[config.mk]
export PLATFORM = sky130hd
export DESIGN_NAME = ddo_cordic
export DESIGN_NICKNAME = d
export VERILOG_FILES = /design/src/hw/rtl/ddo_pkg.sv /design/src/hw/rtl/ddo_cordic.sv
export SDC_FILE = /design/constraint.sdc
export NUM_CORES = 1
export LEC_CHECK = 0
export BUFFER_PORTS_ARGS = -buffer_cell sky130_fd_sc_hd__buf_4
export CAP_MARGIN = 20
export CORE_MARGIN = 8
export CORE_UTILIZATION = 27
export CTS_CLUSTER_DIAMETER = 30
export DETAILED_ROUTE_END_ITERATION = 6
export GPL_ROUTABILITY_DRIVEN = 0
export GPL_TIMING_DRIVEN = 0
export PLACE_DENSITY = 0.42
export SETUP_SLACK_MARGIN = 0.15
export SLEW_MARGIN = 20
export SYNTH_ARGS = -nofsm -noshare
export SYNTH_HDL_FRONTEND = slang
export SYNTH_SLANG_ARGS = --single-unit
export TNS_END_PERCENT = 100
[constraint.sdc]
create_clock -name clk -period 7.5 [get_ports clk]
set_input_delay 0.375 -clock clk [delete_from_list [all_inputs] [get_ports clk]]
set_output_delay 0.375 -clock clk [all_outputs]
set_load 0.005 [all_outputs]
[src/hw/rtl/ddo_pkg.sv]
`timescale 1ns / 1ps
// ----------------------------------------------------------------------------
// ddo_pkg
// Shared types, widths and constants of the differential drive odometry block.
// ----------------------------------------------------------------------------
package ddo_pkg;

  localparam int CORDIC_STEPS           = 24;
  localparam int POSITION_FRACTION_BITS = 32;

  localparam int CW        = 34;  // CORDIC datapath, Q30 plus headroom
  localparam int STEP_W    = $clog2(CORDIC_STEPS + 1);
  localparam int PROD_W    = 96;  // 64 x 32 product
  localparam int ACC_W     = 48;
  localparam int DT_W      = 48;
  localparam int XD_SHIFT  = 70 - POSITION_FRACTION_BITS;
  localparam int XD_W      = PROD_W - XD_SHIFT;
  localparam int POS_SHIFT = POSITION_FRACTION_BITS - 16;
  localparam int RAD_SHIFT = 16;
  localparam int SHIFT_MAX = (POS_SHIFT > RAD_SHIFT) ? POS_SHIFT : RAD_SHIFT;
  localparam int DVS_W     = DT_W + SHIFT_MAX;
  localparam int QUOT_W    = 31;
  localparam int REM_W     = ((PROD_W - QUOT_W) > (DVS_W + 1)) ?
                             (PROD_W - QUOT_W) : (DVS_W + 1);

  localparam logic [31:0]          INV_PI_Q32 = 32'd1367130551;
  localparam logic [31:0]          MICRO      = 32'd1000000;
  localparam logic signed [CW-1:0] CORDIC_X0  = 34'sd652032874;

  typedef enum logic [1:0] {
    REG_START_LEFT,
    REG_START_RIGHT,
    REG_METERS_PER_COUNT,
    REG_INV_WHEEL_BASE
  } cfg_reg_t;

  typedef enum logic [3:0] {
    S_IDLE,
    S_MUL_LO,
    S_MUL_HI,
    S_MUL_ADD,
    S_POST,
    S_CSTART,
    S_CORDIC,
    S_DSTART,
    S_DIV,
    S_OUT
  } state_t;

  typedef enum logic [3:0] {
    OP_TOTAL,
    OP_DEL,
    OP_RAD,
    OP_BAM,
    OP_XD,
    OP_YD,
    OP_VX,
    OP_VY,
    OP_VR
  } op_t;

  typedef struct packed {
    logic busy;
    logic done;
  } cor_stat_t;

  typedef struct packed {
    logic busy;
    logic done;
    logic ovf;
  } div_stat_t;

  // arctangent of 2^-k as binary angle, 2^31 = pi
  function automatic logic [31:0] atan_entry(input logic [4:0] k);
    logic [31:0] v;
    unique case (k)
      5'd0:  v = 32'd536870912;
      5'd1:  v = 32'd316933406;
      5'd2:  v = 32'd167458907;
      5'd3:  v = 32'd85004756;
      5'd4:  v = 32'd42667331;
      5'd5:  v = 32'd21354465;
      5'd6:  v = 32'd10679838;
      5'd7:  v = 32'd5340245;
      5'd8:  v = 32'd2670163;
      5'd9:  v = 32'd1335087;
      5'd10: v = 32'd667544;
      5'd11: v = 32'd333772;
      5'd12: v = 32'd166886;
      5'd13: v = 32'd83443;
      5'd14: v = 32'd41722;
      5'd15: v = 32'd20861;
      5'd16: v = 32'd10430;
      5'd17: v = 32'd5215;
      5'd18: v = 32'd2608;
      5'd19: v = 32'd1304;
      5'd20: v = 32'd652;
      5'd21: v = 32'd326;
      5'd22: v = 32'd163;
      5'd23: v = 32'd81;
      5'd24: v = 32'd41;
      5'd25: v = 32'd20;
      5'd26: v = 32'd10;
      5'd27: v = 32'd5;
      5'd28: v = 32'd3;
      5'd29: v = 32'd1;
      5'd30: v = 32'd1;
      5'd31: v = 32'd0;
    endcase
    return v;
  endfunction

endpackage

[src/hw/rtl/ddo_cordic.sv]
`timescale 1ns / 1ps
// ----------------------------------------------------------------------------
// ddo_cordic
// Rotation-mode CORDIC, one micro-rotation per cycle, quadrant folded.
// ----------------------------------------------------------------------------
module ddo_cordic (
  input  logic                           clk,
  input  logic                           rst,
  input  logic                           start,
  input  logic [31:0]                    angle,
  output ddo_pkg::cor_stat_t             stat,
  output logic signed [ddo_pkg::CW-1:0]  cos_out,
  output logic signed [ddo_pkg::CW-1:0]  sin_out
);
  import ddo_pkg::*;

  logic                 busy;
  logic                 done;
  logic                 flip;
  logic [STEP_W-1:0]    step;
  logic signed [CW-1:0] x;
  logic signed [CW-1:0] y;
  logic signed [CW-1:0] z;
  logic [31:0]          quarter;
  logic [31:0]          folded;
  logic [4:0]           k;
  logic signed [CW-1:0] dx;
  logic signed [CW-1:0] dy;
  logic signed [CW-1:0] at;

  assign quarter = angle + 32'h4000_0000;
  assign folded  = quarter[31] ? angle + 32'h8000_0000 : angle;
  assign k       = 5'(step);
  assign dx      = y >>> k;
  assign dy      = x >>> k;
  assign at      = $signed({{(CW-32){1'b0}}, atan_entry(k)});

  always_ff @(posedge clk) begin
    if (rst) begin
      busy <= 1'b0;
      done <= 1'b0;
    end else begin
      done <= 1'b0;
      if (start) begin
        busy <= 1'b1;
      end else if (busy && step == STEP_W'(CORDIC_STEPS - 1)) begin
        busy <= 1'b0;
        done <= 1'b1;
      end
    end
  end

  always_ff @(posedge clk) begin
    if (start) begin
      flip <= quarter[31];
      x    <= CORDIC_X0;
      y    <= '0;
      z    <= $signed({{(CW-32){folded[31]}}, folded});
      step <= '0;
    end else if (busy) begin
      if (!z[CW-1]) begin
        x <= x - dx;
        y <= y + dy;
        z <= z - at;
      end else begin
        x <= x + dx;
        y <= y - dy;
        z <= z + at;
      end
      step <= step + 1'b1;
    end
  end

  assign cos_out   = flip ? -x : x;
  assign sin_out   = flip ? -y : y;
  assign stat.busy = busy;
  assign stat.done = done;

endmodule

==> impl_metrics.toml <==
[outcome]
status = "finished, final reports clean"

[layout]
final_util = 0.3122
final_cells = 3409
drive_above_1_share = 0.1718
fillers = 7421
nets = 2605
syn_to_final_growth_pct = 14.79

[synthesis]
seq_area_frac_synth = 0.1661
syn_nets = 2476
synth.area.top_cells = "dfxtp_1 (11%), mux4_2 (10%), ha_1 (7.4%)"
ys.flop_type = "dfxtp_1"
netlist_instances = 2326
yosysWarnings = 0
synth_top_area_frac = 0.1107
syn_area_um2 = 18980
synth_most_common_cell = "nand2_1"
avgSynthCellArea_um2 = 8.161
ys_ff_latch = 140
yosys.area.top_type = "dfxtp_1"
ys_top_cells_by_count = "nand2_1 (219), nor2_1 (197), a21oi_1 (173), xnor2_1 (155), o21ai_0 (147)"
synth_enable_flop_cells = 35
synth-async-reset-ratio = 0
synth.distinct_cells = 109

[timing]
finalCritPeriodShare = 0.9471
tightestPinTransition_ps = 1190
period_needed_ps = 7103
finalHoldViolations = 0
final-max-slew-violation-count = 0
grt_setup_unrepaired = "no"
max_freq_mhz = 140.8
skew_ps = 17.76
relSlewSlack = 0.2065
setup-violations-final = 0

[floorplan]
initial_core_util = 0.2720
coreArea_um2 = 69790
boundaryPins = 105
dieWidth_um = 281.2
dieArea_um2 = 79050
fp.dieH_um = 281.2
fp-row-count = 97

[global_route]
grt_usage = 0.2276
grt_pass1_vias = 19000
grt_max_degree = 23
antenna_found_initial = 0
grt_first_pass_wirelength_um = 133300
grt_overflow = 0

[power_and_ir_drop]
ir_worst_vdd_v = 0.0001657
p_leak_nw = 8.718
p_per_area_nw_per_um2 = 486.6

[worst_hold_path]
min_path_type = "input port to flop"

[critical_path]
startpoint_type = "flop"
end_kind = "flop"
path_max_fanout = 10
critPathKind = "flop to flop"
arrival_ps = 7480
required_ps = 7870
slowest_delay_ps = 720
cpMaxStageDelayCell = "a2111oi_0"

[clock_tree]
holdBufCountCts = 0
cts.sinks = 140
cts_root_buf = "clkbuf_16"
clkTransAtPathRegs_ps = 70
cts_buffer_depth = 2
clock_latency_ps = 500
cts_htree_levels = 4
cts_tree = "built"
cts_made_buffers = 17

[detailed_routing]
wirelength_um = 91840
dr.pass1.iters = 7
ant_nets = 0
avgRoutedWirePerCell_um = 26.94
vias_per_cell = 5.803
drc = 0
drtIter0Drc = 2184
vias = 19780

[placed_design]
dp_cells = 3371
dpl.hpwl_um = 70430
portBuffers = 104

[job]
max_cap_viol_count = 0
cells in the final DEF (no fill, tap or decap), types with 43 or more instances in the layout:
cell / instances
a21o_1: 61
a21oi_1: 171
buf_4: 122
clkbuf_1: 102
dfxtp_1: 105
ha_1: 112
inv_1: 51
mux2_2: 48
mux2i_1: 79
mux4_2: 88
nand2_1: 219
nor2_1: 192
nor3_1: 43
o21ai_0: 145
xnor2_1: 155
xor2_1: 85
power breakdown:
group | switching [mW] | total (mW) | internal, mW
Clock | 0.435 | 0.902 | 0.467
Combinational | 4.89 | 8.40 | 3.50
Sequential | 0.247 | 1.30 | 1.06
Total | 5.58 | 10.6 | 5.03
flip-flops by register name (all words and copies together), names as in the netlist:
register,flops
x,34
y,34
z,34
at,30
k,5
busy,1
done,1
flip,1
logic make-up after synthesis:
family / Yosys count / share of synthesized area
adder cells (fa/ha/maj): 115 / 0.07699
buffers and inverters: 243 / 0.05570
multiplexers: 222 / 0.1809
flip-flops: 140 / 0.1661
AND/OR/NAND/NOR: 689 / 0.1778
XOR/XNOR: 240 / 0.1107
AO/OA/AOI/OAI: 677 / 0.2318
cell type report:
| cell class | instances | area, um2 | area share |
|---|---|---|---|
| multi-input combinational | 1943 | 14890 | 0.6832 |
| sequential | 140 | 3153 | 0.1447 |
| tap | 940 | 1176 | 0.05398 |
| buffer | 186 | 937.1 | 0.04301 |
| timing repair buffer | 110 | 845.8 | 0.03882 |
| clock buffer | 17 | 425.4 | 0.01952 |
| inverter | 57 | 214.0 | 0.009819 |
| clock inverter | 15 | 148.9 | 0.006833 |
| antenna | 1 | 2.502 | 0.0001148 |
stage by stage:
step	total power, mW	setup WS, ps	TNS [ps]	hold WS (ps)	instance area (um2)
global route	11.44	175.3	0	43.46	21790
detailed placement	9.487	-1571	-24510	515.4	20980
finish	10.60	396.7	0	55.76	21790
global placement	9.423	-1681	-27910	517.1	20940
floorplan	7.141	1817	0	447.4	18980
CTS	10.47	156.4	0	17.54	21620
what timing repair did:
| action | in CTS | in global routing |
|---|---|---|
| resized for setup | 23 | 48 |
| endpoints found under the hold margin | 0 | 0 |
| buffers inserted | 0 | 5 |
| pin swaps | 1 | 5 |
| endpoints found under the setup margin | 31 | 14 |
per-layer routing:
layer	up-vias	track usage	routed length, um
met5	-	0.005000	58
met1	9605	0.2901	38560
li1	8898	-	-
met2	1018	0.3397	39030
met4	2	0.1264	5543
met3	260	0.06823	8648
worst paths after layout:
kind	startpoint	endpoint	slack [ps]	cells after the start
max	k[2]	y[32]	400	25
min	rst	busy	60	2
max reg2reg	k[2]	y[32]	400	25
min reg2reg	y[0]	y[0]	530	2
worst max-delay path, delay by kind of cell (launching register included):
family / cells / cell delay [ps]
flip-flops: 1 / 320
buffers and inverters: 5 / 1350
AO/OA/AOI/OAI: 11 / 3140
multiplexers: 2 / 610
adder cells (fa/ha/maj): 1 / 410
AND/OR/NAND/NOR: 5 / 940
XOR/XNOR: 1 / 210
No activity file was read; power rests on OpenSTA's default activity.
