File: config.mk
export PLATFORM = sky130hd
export DESIGN_NAME = ddo_div
export DESIGN_NICKNAME = d
export VERILOG_FILES = /design/src/hw/rtl/ddo_pkg.sv /design/src/hw/rtl/ddo_div.sv
export SDC_FILE = /design/constraint.sdc
export NUM_CORES = 1
export LEC_CHECK = 0
export BUFFER_PORTS_ARGS = -buffer_cell sky130_fd_sc_hd__buf_4
export CELL_PAD_IN_SITES_DETAIL_PLACEMENT = 1
export CELL_PAD_IN_SITES_GLOBAL_PLACEMENT = 1
export CORE_ASPECT_RATIO = 2
export CORE_MARGIN = 8
export CORE_UTILIZATION = 45
export CTS_BUF_LIST = sky130_fd_sc_hd__clkbuf_2 sky130_fd_sc_hd__clkbuf_4 sky130_fd_sc_hd__clkbuf_8
export DETAILED_ROUTE_END_ITERATION = 12
export GPL_TIMING_DRIVEN = 0
export PLACE_DENSITY = 0.84
export SLEW_MARGIN = 20
export SYNTH_ARGS = -nofsm -noshare
export SYNTH_HDL_FRONTEND = slang
export SYNTH_SLANG_ARGS = --single-unit
File: constraint.sdc
create_clock -name clk -period 5.2 [get_ports clk]
set_clock_uncertainty 0.05 [all_clocks]
set_input_delay 0.52 -clock clk [delete_from_list [all_inputs] [get_ports clk]]
set_output_delay 0.52 -clock clk [all_outputs]
set_load 0.005 [all_outputs]
File: src/hw/rtl/ddo_pkg.sv
`timescale 1ns / 1ps
// ----------------------------------------------------------------------------
// ddo_pkg
// Shared types, widths and constants of the differential drive odometry block.
// ----------------------------------------------------------------------------
package ddo_pkg;

  localparam int CORDIC_STEPS           = 24;
  localparam int POSITION_FRACTION_BITS = 32;

  localparam int CW        = 34;  // CORDIC datapath, Q30 plus headroom
  localparam int STEP_W    = $clog2(CORDIC_STEPS + 1);
  localparam int PROD_W    = 96;  // 64 x 32 product
  localparam int ACC_W     = 48;
  localparam int DT_W      = 48;
  localparam int XD_SHIFT  = 70 - POSITION_FRACTION_BITS;
  localparam int XD_W      = PROD_W - XD_SHIFT;
  localparam int POS_SHIFT = POSITION_FRACTION_BITS - 16;
  localparam int RAD_SHIFT = 16;
  localparam int SHIFT_MAX = (POS_SHIFT > RAD_SHIFT) ? POS_SHIFT : RAD_SHIFT;
  localparam int DVS_W     = DT_W + SHIFT_MAX;
  localparam int QUOT_W    = 31;
  localparam int REM_W     = ((PROD_W - QUOT_W) > (DVS_W + 1)) ?
                             (PROD_W - QUOT_W) : (DVS_W + 1);

  localparam logic [31:0]          INV_PI_Q32 = 32'd1367130551;
  localparam logic [31:0]          MICRO      = 32'd1000000;
  localparam logic signed [CW-1:0] CORDIC_X0  = 34'sd652032874;

  typedef enum logic [1:0] {
    REG_START_LEFT,
    REG_START_RIGHT,
    REG_METERS_PER_COUNT,
    REG_INV_WHEEL_BASE
  } cfg_reg_t;

  typedef enum logic [3:0] {
    S_IDLE,
    S_MUL_LO,
    S_MUL_HI,
    S_MUL_ADD,
    S_POST,
    S_CSTART,
    S_CORDIC,
    S_DSTART,
    S_DIV,
    S_OUT
  } state_t;

  typedef enum logic [3:0] {
    OP_TOTAL,
    OP_DEL,
    OP_RAD,
    OP_BAM,
    OP_XD,
    OP_YD,
    OP_VX,
    OP_VY,
    OP_VR
  } op_t;

  typedef struct packed {
    logic busy;
    logic done;
  } cor_stat_t;

  typedef struct packed {
    logic busy;
    logic done;
    logic ovf;
  } div_stat_t;

  // arctangent of 2^-k as binary angle, 2^31 = pi
  function automatic logic [31:0] atan_entry(input logic [4:0] k);
    logic [31:0] v;
    unique case (k)
      5'd0:  v = 32'd536870912;
      5'd1:  v = 32'd316933406;
      5'd2:  v = 32'd167458907;
      5'd3:  v = 32'd85004756;
      5'd4:  v = 32'd42667331;
      5'd5:  v = 32'd21354465;
      5'd6:  v = 32'd10679838;
      5'd7:  v = 32'd5340245;
      5'd8:  v = 32'd2670163;
      5'd9:  v = 32'd1335087;
      5'd10: v = 32'd667544;
      5'd11: v = 32'd333772;
      5'd12: v = 32'd166886;
      5'd13: v = 32'd83443;
      5'd14: v = 32'd41722;
      5'd15: v = 32'd20861;
      5'd16: v = 32'd10430;
      5'd17: v = 32'd5215;
      5'd18: v = 32'd2608;
      5'd19: v = 32'd1304;
      5'd20: v = 32'd652;
      5'd21: v = 32'd326;
      5'd22: v = 32'd163;
      5'd23: v = 32'd81;
      5'd24: v = 32'd41;
      5'd25: v = 32'd20;
      5'd26: v = 32'd10;
      5'd27: v = 32'd5;
      5'd28: v = 32'd3;
      5'd29: v = 32'd1;
      5'd30: v = 32'd1;
      5'd31: v = 32'd0;
    endcase
    return v;
  endfunction

endpackage

File: src/hw/rtl/ddo_div.sv
`timescale 1ns / 1ps
// ----------------------------------------------------------------------------
// ddo_div
// Restoring divider, one quotient bit per cycle, with saturation check.
// ----------------------------------------------------------------------------
module ddo_div (
  input  logic                           clk,
  input  logic                           rst,
  input  logic                           start,
  input  logic [ddo_pkg::PROD_W-1:0]     dividend,
  input  logic [ddo_pkg::DVS_W-1:0]      divisor,
  output ddo_pkg::div_stat_t             stat,
  output logic [ddo_pkg::QUOT_W-1:0]     quot
);
  import ddo_pkg::*;

  localparam int CNT_W = $clog2(QUOT_W + 1);

  logic              busy;
  logic              check;
  logic              done;
  logic              ovf;
  logic [CNT_W-1:0]  cnt;
  logic [REM_W-1:0]  rem;
  logic [QUOT_W-1:0] lo;
  logic [DVS_W-1:0]  dvs;
  logic [REM_W-1:0]  trial;
  logic              ge;

  assign trial = {rem[REM_W-2:0], lo[QUOT_W-1]};
  assign ge    = trial >= REM_W'(dvs);

  always_ff @(posedge clk) begin
    if (rst) begin
      busy  <= 1'b0;
      check <= 1'b0;
      done  <= 1'b0;
      ovf   <= 1'b0;
    end else begin
      done <= 1'b0;
      if (start) begin
        busy  <= 1'b1;
        check <= 1'b1;
        ovf   <= 1'b0;
      end else if (check) begin
        check <= 1'b0;
        // quotient will not fit: saturate
        if (rem >= REM_W'(dvs)) begin
          ovf  <= 1'b1;
          busy <= 1'b0;
          done <= 1'b1;
        end
      end else if (busy && cnt == CNT_W'(1)) begin
        busy <= 1'b0;
        done <= 1'b1;
      end
    end
  end

  always_ff @(posedge clk) begin
    if (start) begin
      rem <= REM_W'(dividend >> QUOT_W);
      lo  <= dividend[QUOT_W-1:0];
      dvs <= divisor;
      cnt <= CNT_W'(QUOT_W);
    end else if (busy && !check) begin
      rem  <= ge ? trial - REM_W'(dvs) : trial;
      lo   <= {lo[QUOT_W-2:0], 1'b0};
      quot <= {quot[QUOT_W-2:0], ge};
      cnt  <= cnt - 1'b1;
    end
  end

  assign stat.busy = busy;
  assign stat.done = done;
  assign stat.ovf  = ovf;

endmodule

==> metrics list <==
- The final-report hold violation count came to 0.
* Biggest area contributors in the synthesized netlist: sky130_fd_sc_hd__edfxtp_1 (42%), sky130_fd_sc_hd__ha_1 (12%), sky130_fd_sc_hd__a21oi_1 (6.0%)
- The number of global-route vias before repair was around 13000.
- Master of the slowest instance on the critical path: sky130_fd_sc_hd__a21oi_1
* Sequential cell area fraction in the yosys report: 0.4334
- For the worst setup path, the data required time is about 5.4 ns.
- The clock drives 200 sinks.
* Max Clk Rate: 0.2220 GHz
* Non-filler instance count after layout: 1962
* Top-area cell type share of the netlist area: 0.4202
* Overall Global Routing Usage: 0.2575
* Number of max-cap violations: 0
- Number of placement rows: 90
- Net count after synthesis: 1657
- After clock tree synthesis, the clock-pin slew on the worst setup and hold paths is around 0.13 ns.
- In the final routed layout, each cell accounts on average for between 20 and 25 um.
- Clock latency of the later-clocked register in the worst-skew pair: about 0.53 ns
- Cell-by-cell trace of the critical path: inv_1, ha_1, inv_1, fa_1, a211oi_1, o211ai_1, a21oi_1, o21ai_1, a21oi_1, o21bai_1, a31oi_1, xnor2_1, a221o_1
- The die covers roughly 37000 sq um.
* CTS Hold Bufs: 0
* 1st-pass router iterations: 5
- After detailed routing, the number of remaining DRC violations is 0.
- In the synthesized netlist the dominant register cell turns out to be sky130_fd_sc_hd__edfxtp_1.
* Fraction of layout instances using a drive strength above 1: 0.2122
- Placed Cells: 1929
* Fraction of registers with async set/reset: 0
- Hold/Removal Path Class: input pin to flop
- Post-CTS repair changed the size of 0 cells.
- Number of distinct library cells after synthesis: between 70 and 80
- Count of buffers added by post-CTS timing repair for setup: 0
- TritonCTS built the clock tree.
- The region available for standard cell placement spans between 30000 and 40000 sq um.
* Global-route wire length before repair: between 70 and 80 mm
* Final total negative setup slack: 0 ns
* Area leader, netlist: sky130_fd_sc_hd__edfxtp_1
- Data on the critical path arrives at its endpoint at ~4.8 ns.
* Initial drt markers: about 500
* Status: complete, no violations
- Of the available clock period, the critical path in the final layout requires 0.8661.
- Height of the chip: approximately 260 um
* Boundary pin count: 197
- Estimated wirelength of the detail-placed design: 38.14 mm
- Once detail routing completed, the nets flagged for antenna violations numbered 0.
- The worst-case IR drop observed on VDD is 0.2998 mV.
- In this run the cell area of the synthesized design comes to 13650 sq um.
- Total power divided by cell area: 427.5 nW/um^2
* Initial antenna violation count: 1
* Cell family with the largest share of critical-path delay: compound AO/OA/AOI/OAI gates
* Leakage power total: between 0.006 and 0.007 uW
* Final critical delay including setup and external delays: approximately 4.5 ns
- Pins over their slew limit: 0
- The H-tree was split into 4 levels.
- During placement, the flow inserted port buffers numbering between 150 and 200.
- Using the TritonRoute via totals, the vias-per-cell ratio works out to 5.950.
- Max-Slew Margin vs Limit: 0.3035
- Clk root buf: sky130_fd_sc_hd__clkbuf_8
- Detailed-route via count: 11670
* Buffer depth of the longest clock path: 2
* Final setup violation count: 0
- After filler insertion, the fill cell instance count of the layout stands at between 3000 and 4000.
- Type of element capturing the critical path: flop
* Worst-path maximum fanout: 4
- Area grow syn2layout: 17.70%
- In the final design database the tool counted between 1500 and 2000 nets.
- Starting density of the core: 0.4540
* Count of mapped cells out of synthesis: between 1000 and 1500
* Largest net degree at the start of global routing: 66
* Unrepaired setup endpoints after global routing: no
- Type of element launching the critical path: flop
- Number of warning messages in the yosys log: 0
* Routed wire length: 47.30 mm
- Floorplan die width: 139.2 um
- Dividing the synthesized area by the synthesized cell count gives between 10 and 15 sq um.
- Critical path class: flop to flop
- On the worst path, the slowest cell contributes a delay of roughly 0.63 ns.
* EDFF count, synth: about 190
- Routability-driven placement finished with a final weighted congestion of slightly above 0.9.
- The synthesized design contains 200 register bits.
- Together, buffers and inverters on the worst path number 2.
* Residual overflow from global routing: 0
- Number of buffers created by CTS: 17
- For the pin with the worst max-slew slack, the measured transition is roughly 1.0 ns.
==> Yosys cell counts, types with 3 or more instances <==
cell                       count
sky130_fd_sc_hd__edfxtp_1    191
sky130_fd_sc_hd__a21oi_1     163
sky130_fd_sc_hd__ha_1        130
sky130_fd_sc_hd__inv_1       104
sky130_fd_sc_hd__nor2_1       98
sky130_fd_sc_hd__nand2_1      89
sky130_fd_sc_hd__o21ai_0      67
sky130_fd_sc_hd__mux2_2       56
sky130_fd_sc_hd__a21o_1       48
sky130_fd_sc_hd__nand4_1      48
sky130_fd_sc_hd__clkbuf_1     36
sky130_fd_sc_hd__xor2_1       30
sky130_fd_sc_hd__xnor2_1      29
sky130_fd_sc_hd__nor2b_1      22
sky130_fd_sc_hd__a211oi_1     19
sky130_fd_sc_hd__nand2b_1     17
sky130_fd_sc_hd__nor3_1       17
sky130_fd_sc_hd__buf_2        14
sky130_fd_sc_hd__o21bai_1     14
sky130_fd_sc_hd__nor4_1       12
sky130_fd_sc_hd__nor3b_1      11
sky130_fd_sc_hd__o21ai_1      11
sky130_fd_sc_hd__a31oi_1      10
sky130_fd_sc_hd__buf_4         9
sky130_fd_sc_hd__dfxtp_1       9
sky130_fd_sc_hd__nand3_1       8
sky130_fd_sc_hd__a221o_1       6
sky130_fd_sc_hd__o211ai_1      6
sky130_fd_sc_hd__or2_2         6
sky130_fd_sc_hd__and2_1        5
sky130_fd_sc_hd__buf_6         5
sky130_fd_sc_hd__o31ai_1       5
sky130_fd_sc_hd__and3_1        4
sky130_fd_sc_hd__o21a_1        4
sky130_fd_sc_hd__o31a_1        4
sky130_fd_sc_hd__a22oi_1       3
sky130_fd_sc_hd__a41oi_1       3
sky130_fd_sc_hd__mux2i_1       3
sky130_fd_sc_hd__nand3b_1      3
sky130_fd_sc_hd__or4_1         3
==> where the power goes <==
group	switching [uW]	leakage [uW]	total, uW	internal, uW
Sequential	200	0.00194	2290	2090
Combinational	2130	0.00468	3490	1360
Clock	709	0.000212	1090	379
==> final cells by class <==
class	instances	area (sq um)	share of cell area
multi-input cells	992	7018	0.4368
flip-flops and latches	200	5916	0.3682
repair buffers	198	1519	0.09454
well taps	368	460.4	0.02866
inverters	105	394.1	0.02453
plain buffers	66	337.8	0.02103
clock buffers	17	234.0	0.01456
clock inverters	15	185.2	0.01153
diodes	1	2.502	0.0001558
==> cell families (layout without fill, tap and decap cells) <==
| logic type | after synthesis | in the layout | synth area share |
|---|---|---|---|
| buffers and inverters | 171 | 401 | 0.05362 |
| DFF | 200 | 200 | 0.4334 |
| muxes | 59 | 59 | 0.04840 |
| xor gates and xnor gates | 59 | 59 | 0.03785 |
| adders and majority gates | 131 | 131 | 0.1206 |
| AOI/OAI and AO/OA | 388 | 388 | 0.1750 |
| and+or+nand+nor | 355 | 355 | 0.1312 |
| other | 0 | 1 | 0 |
==> flip-flops by register name, summed over array words and instances (netlist names) <==
name and flops:
busy 1, check 1, cnt 5, done 1, dvs 64, lo 31
ovf 1, quot 31, rem 65
==> final timing paths <==
kind	from	endpoint	slack, ns	depth (start not counted)
worst max-delay path	lo[30]$_DFFE_PP_	rem[60]$_DFFE_PP_	0.70	13
worst min-delay path	divisor[47]	dvs[47]$_DFFE_PP_	0.10	1
worst max register to register	lo[30]$_DFFE_PP_	rem[60]$_DFFE_PP_	0.70	13
worst min register to register	quot[15]$_DFFE_PP_	quot[16]$_DFFE_PP_	0.42	0
==> worst reg2reg max path, cell delays in order (launching register included) <==
cell and delay, ns:
sky130_fd_sc_hd__edfxtp_1 0.41, sky130_fd_sc_hd__inv_1 0.08, sky130_fd_sc_hd__ha_1 0.23, sky130_fd_sc_hd__inv_1 0.07
sky130_fd_sc_hd__fa_1 0.42, sky130_fd_sc_hd__a211oi_1 0.35, sky130_fd_sc_hd__o211ai_1 0.22, sky130_fd_sc_hd__a21oi_1 0.39
sky130_fd_sc_hd__o21ai_1 0.23, sky130_fd_sc_hd__a21oi_1 0.63, sky130_fd_sc_hd__o21bai_1 0.33, sky130_fd_sc_hd__a31oi_1 0.40
sky130_fd_sc_hd__xnor2_1 0.13, sky130_fd_sc_hd__a221o_1 0.32
==> per-stage QoR <==
stage	setup slack, ns	util	cell area, sq um	hold slack, ns	power [uW]
finish	0.6963	0.5344	16070	0.1007	6869
global route	0.5002	0.5344	16070	0.08467	7290
CTS	0.7463	0.5343	16060	0.06659	6871
detailed placement	0.6519	0.5204	15650	0.3885	5769
global placement	-2.042	0.5183	15580	0.3860	5649
floorplan	0.9412	-	13650	0.4021	4646
==> cell usage in the layout, fill, tap and decap left out, drive strengths merged, types with 5 or more instances in the layout <==
| master | n |
|---|---|
| or2 | 7 |
| o21bai | 14 |
| edfxtp | 191 |
| nand4 | 48 |
| mux2 | 56 |
| a211oi | 20 |
| nor3 | 18 |
| a31oi | 11 |
| ha | 130 |
| o211ai | 6 |
| clkinv | 5 |
| a21oi | 163 |
| buf | 227 |
| nor2b | 22 |
| and2 | 5 |
| nor3b | 11 |
| a221o | 6 |
| inv | 115 |
| xor2 | 30 |
| nor2 | 99 |
| nand3 | 9 |
| o31ai | 5 |
| dfxtp | 9 |
| clkbuf | 54 |
| a21o | 48 |
| nand2b | 17 |
| nor4 | 14 |
| xnor2 | 29 |
| o21ai | 78 |
| nand2 | 89 |
==> routing by layer <==
layer / vias up / track usage / wire length (um)
met5: - / 0 / 0
met4: 0 / 0.1799 / 3213
met3: 144 / 0.04075 / 1805
met2: 346 / 0.5122 / 26720
met1: 5726 / 0.2271 / 15570
li1: 5457 / - / -
No activity file was read; power rests on OpenSTA's default activity.
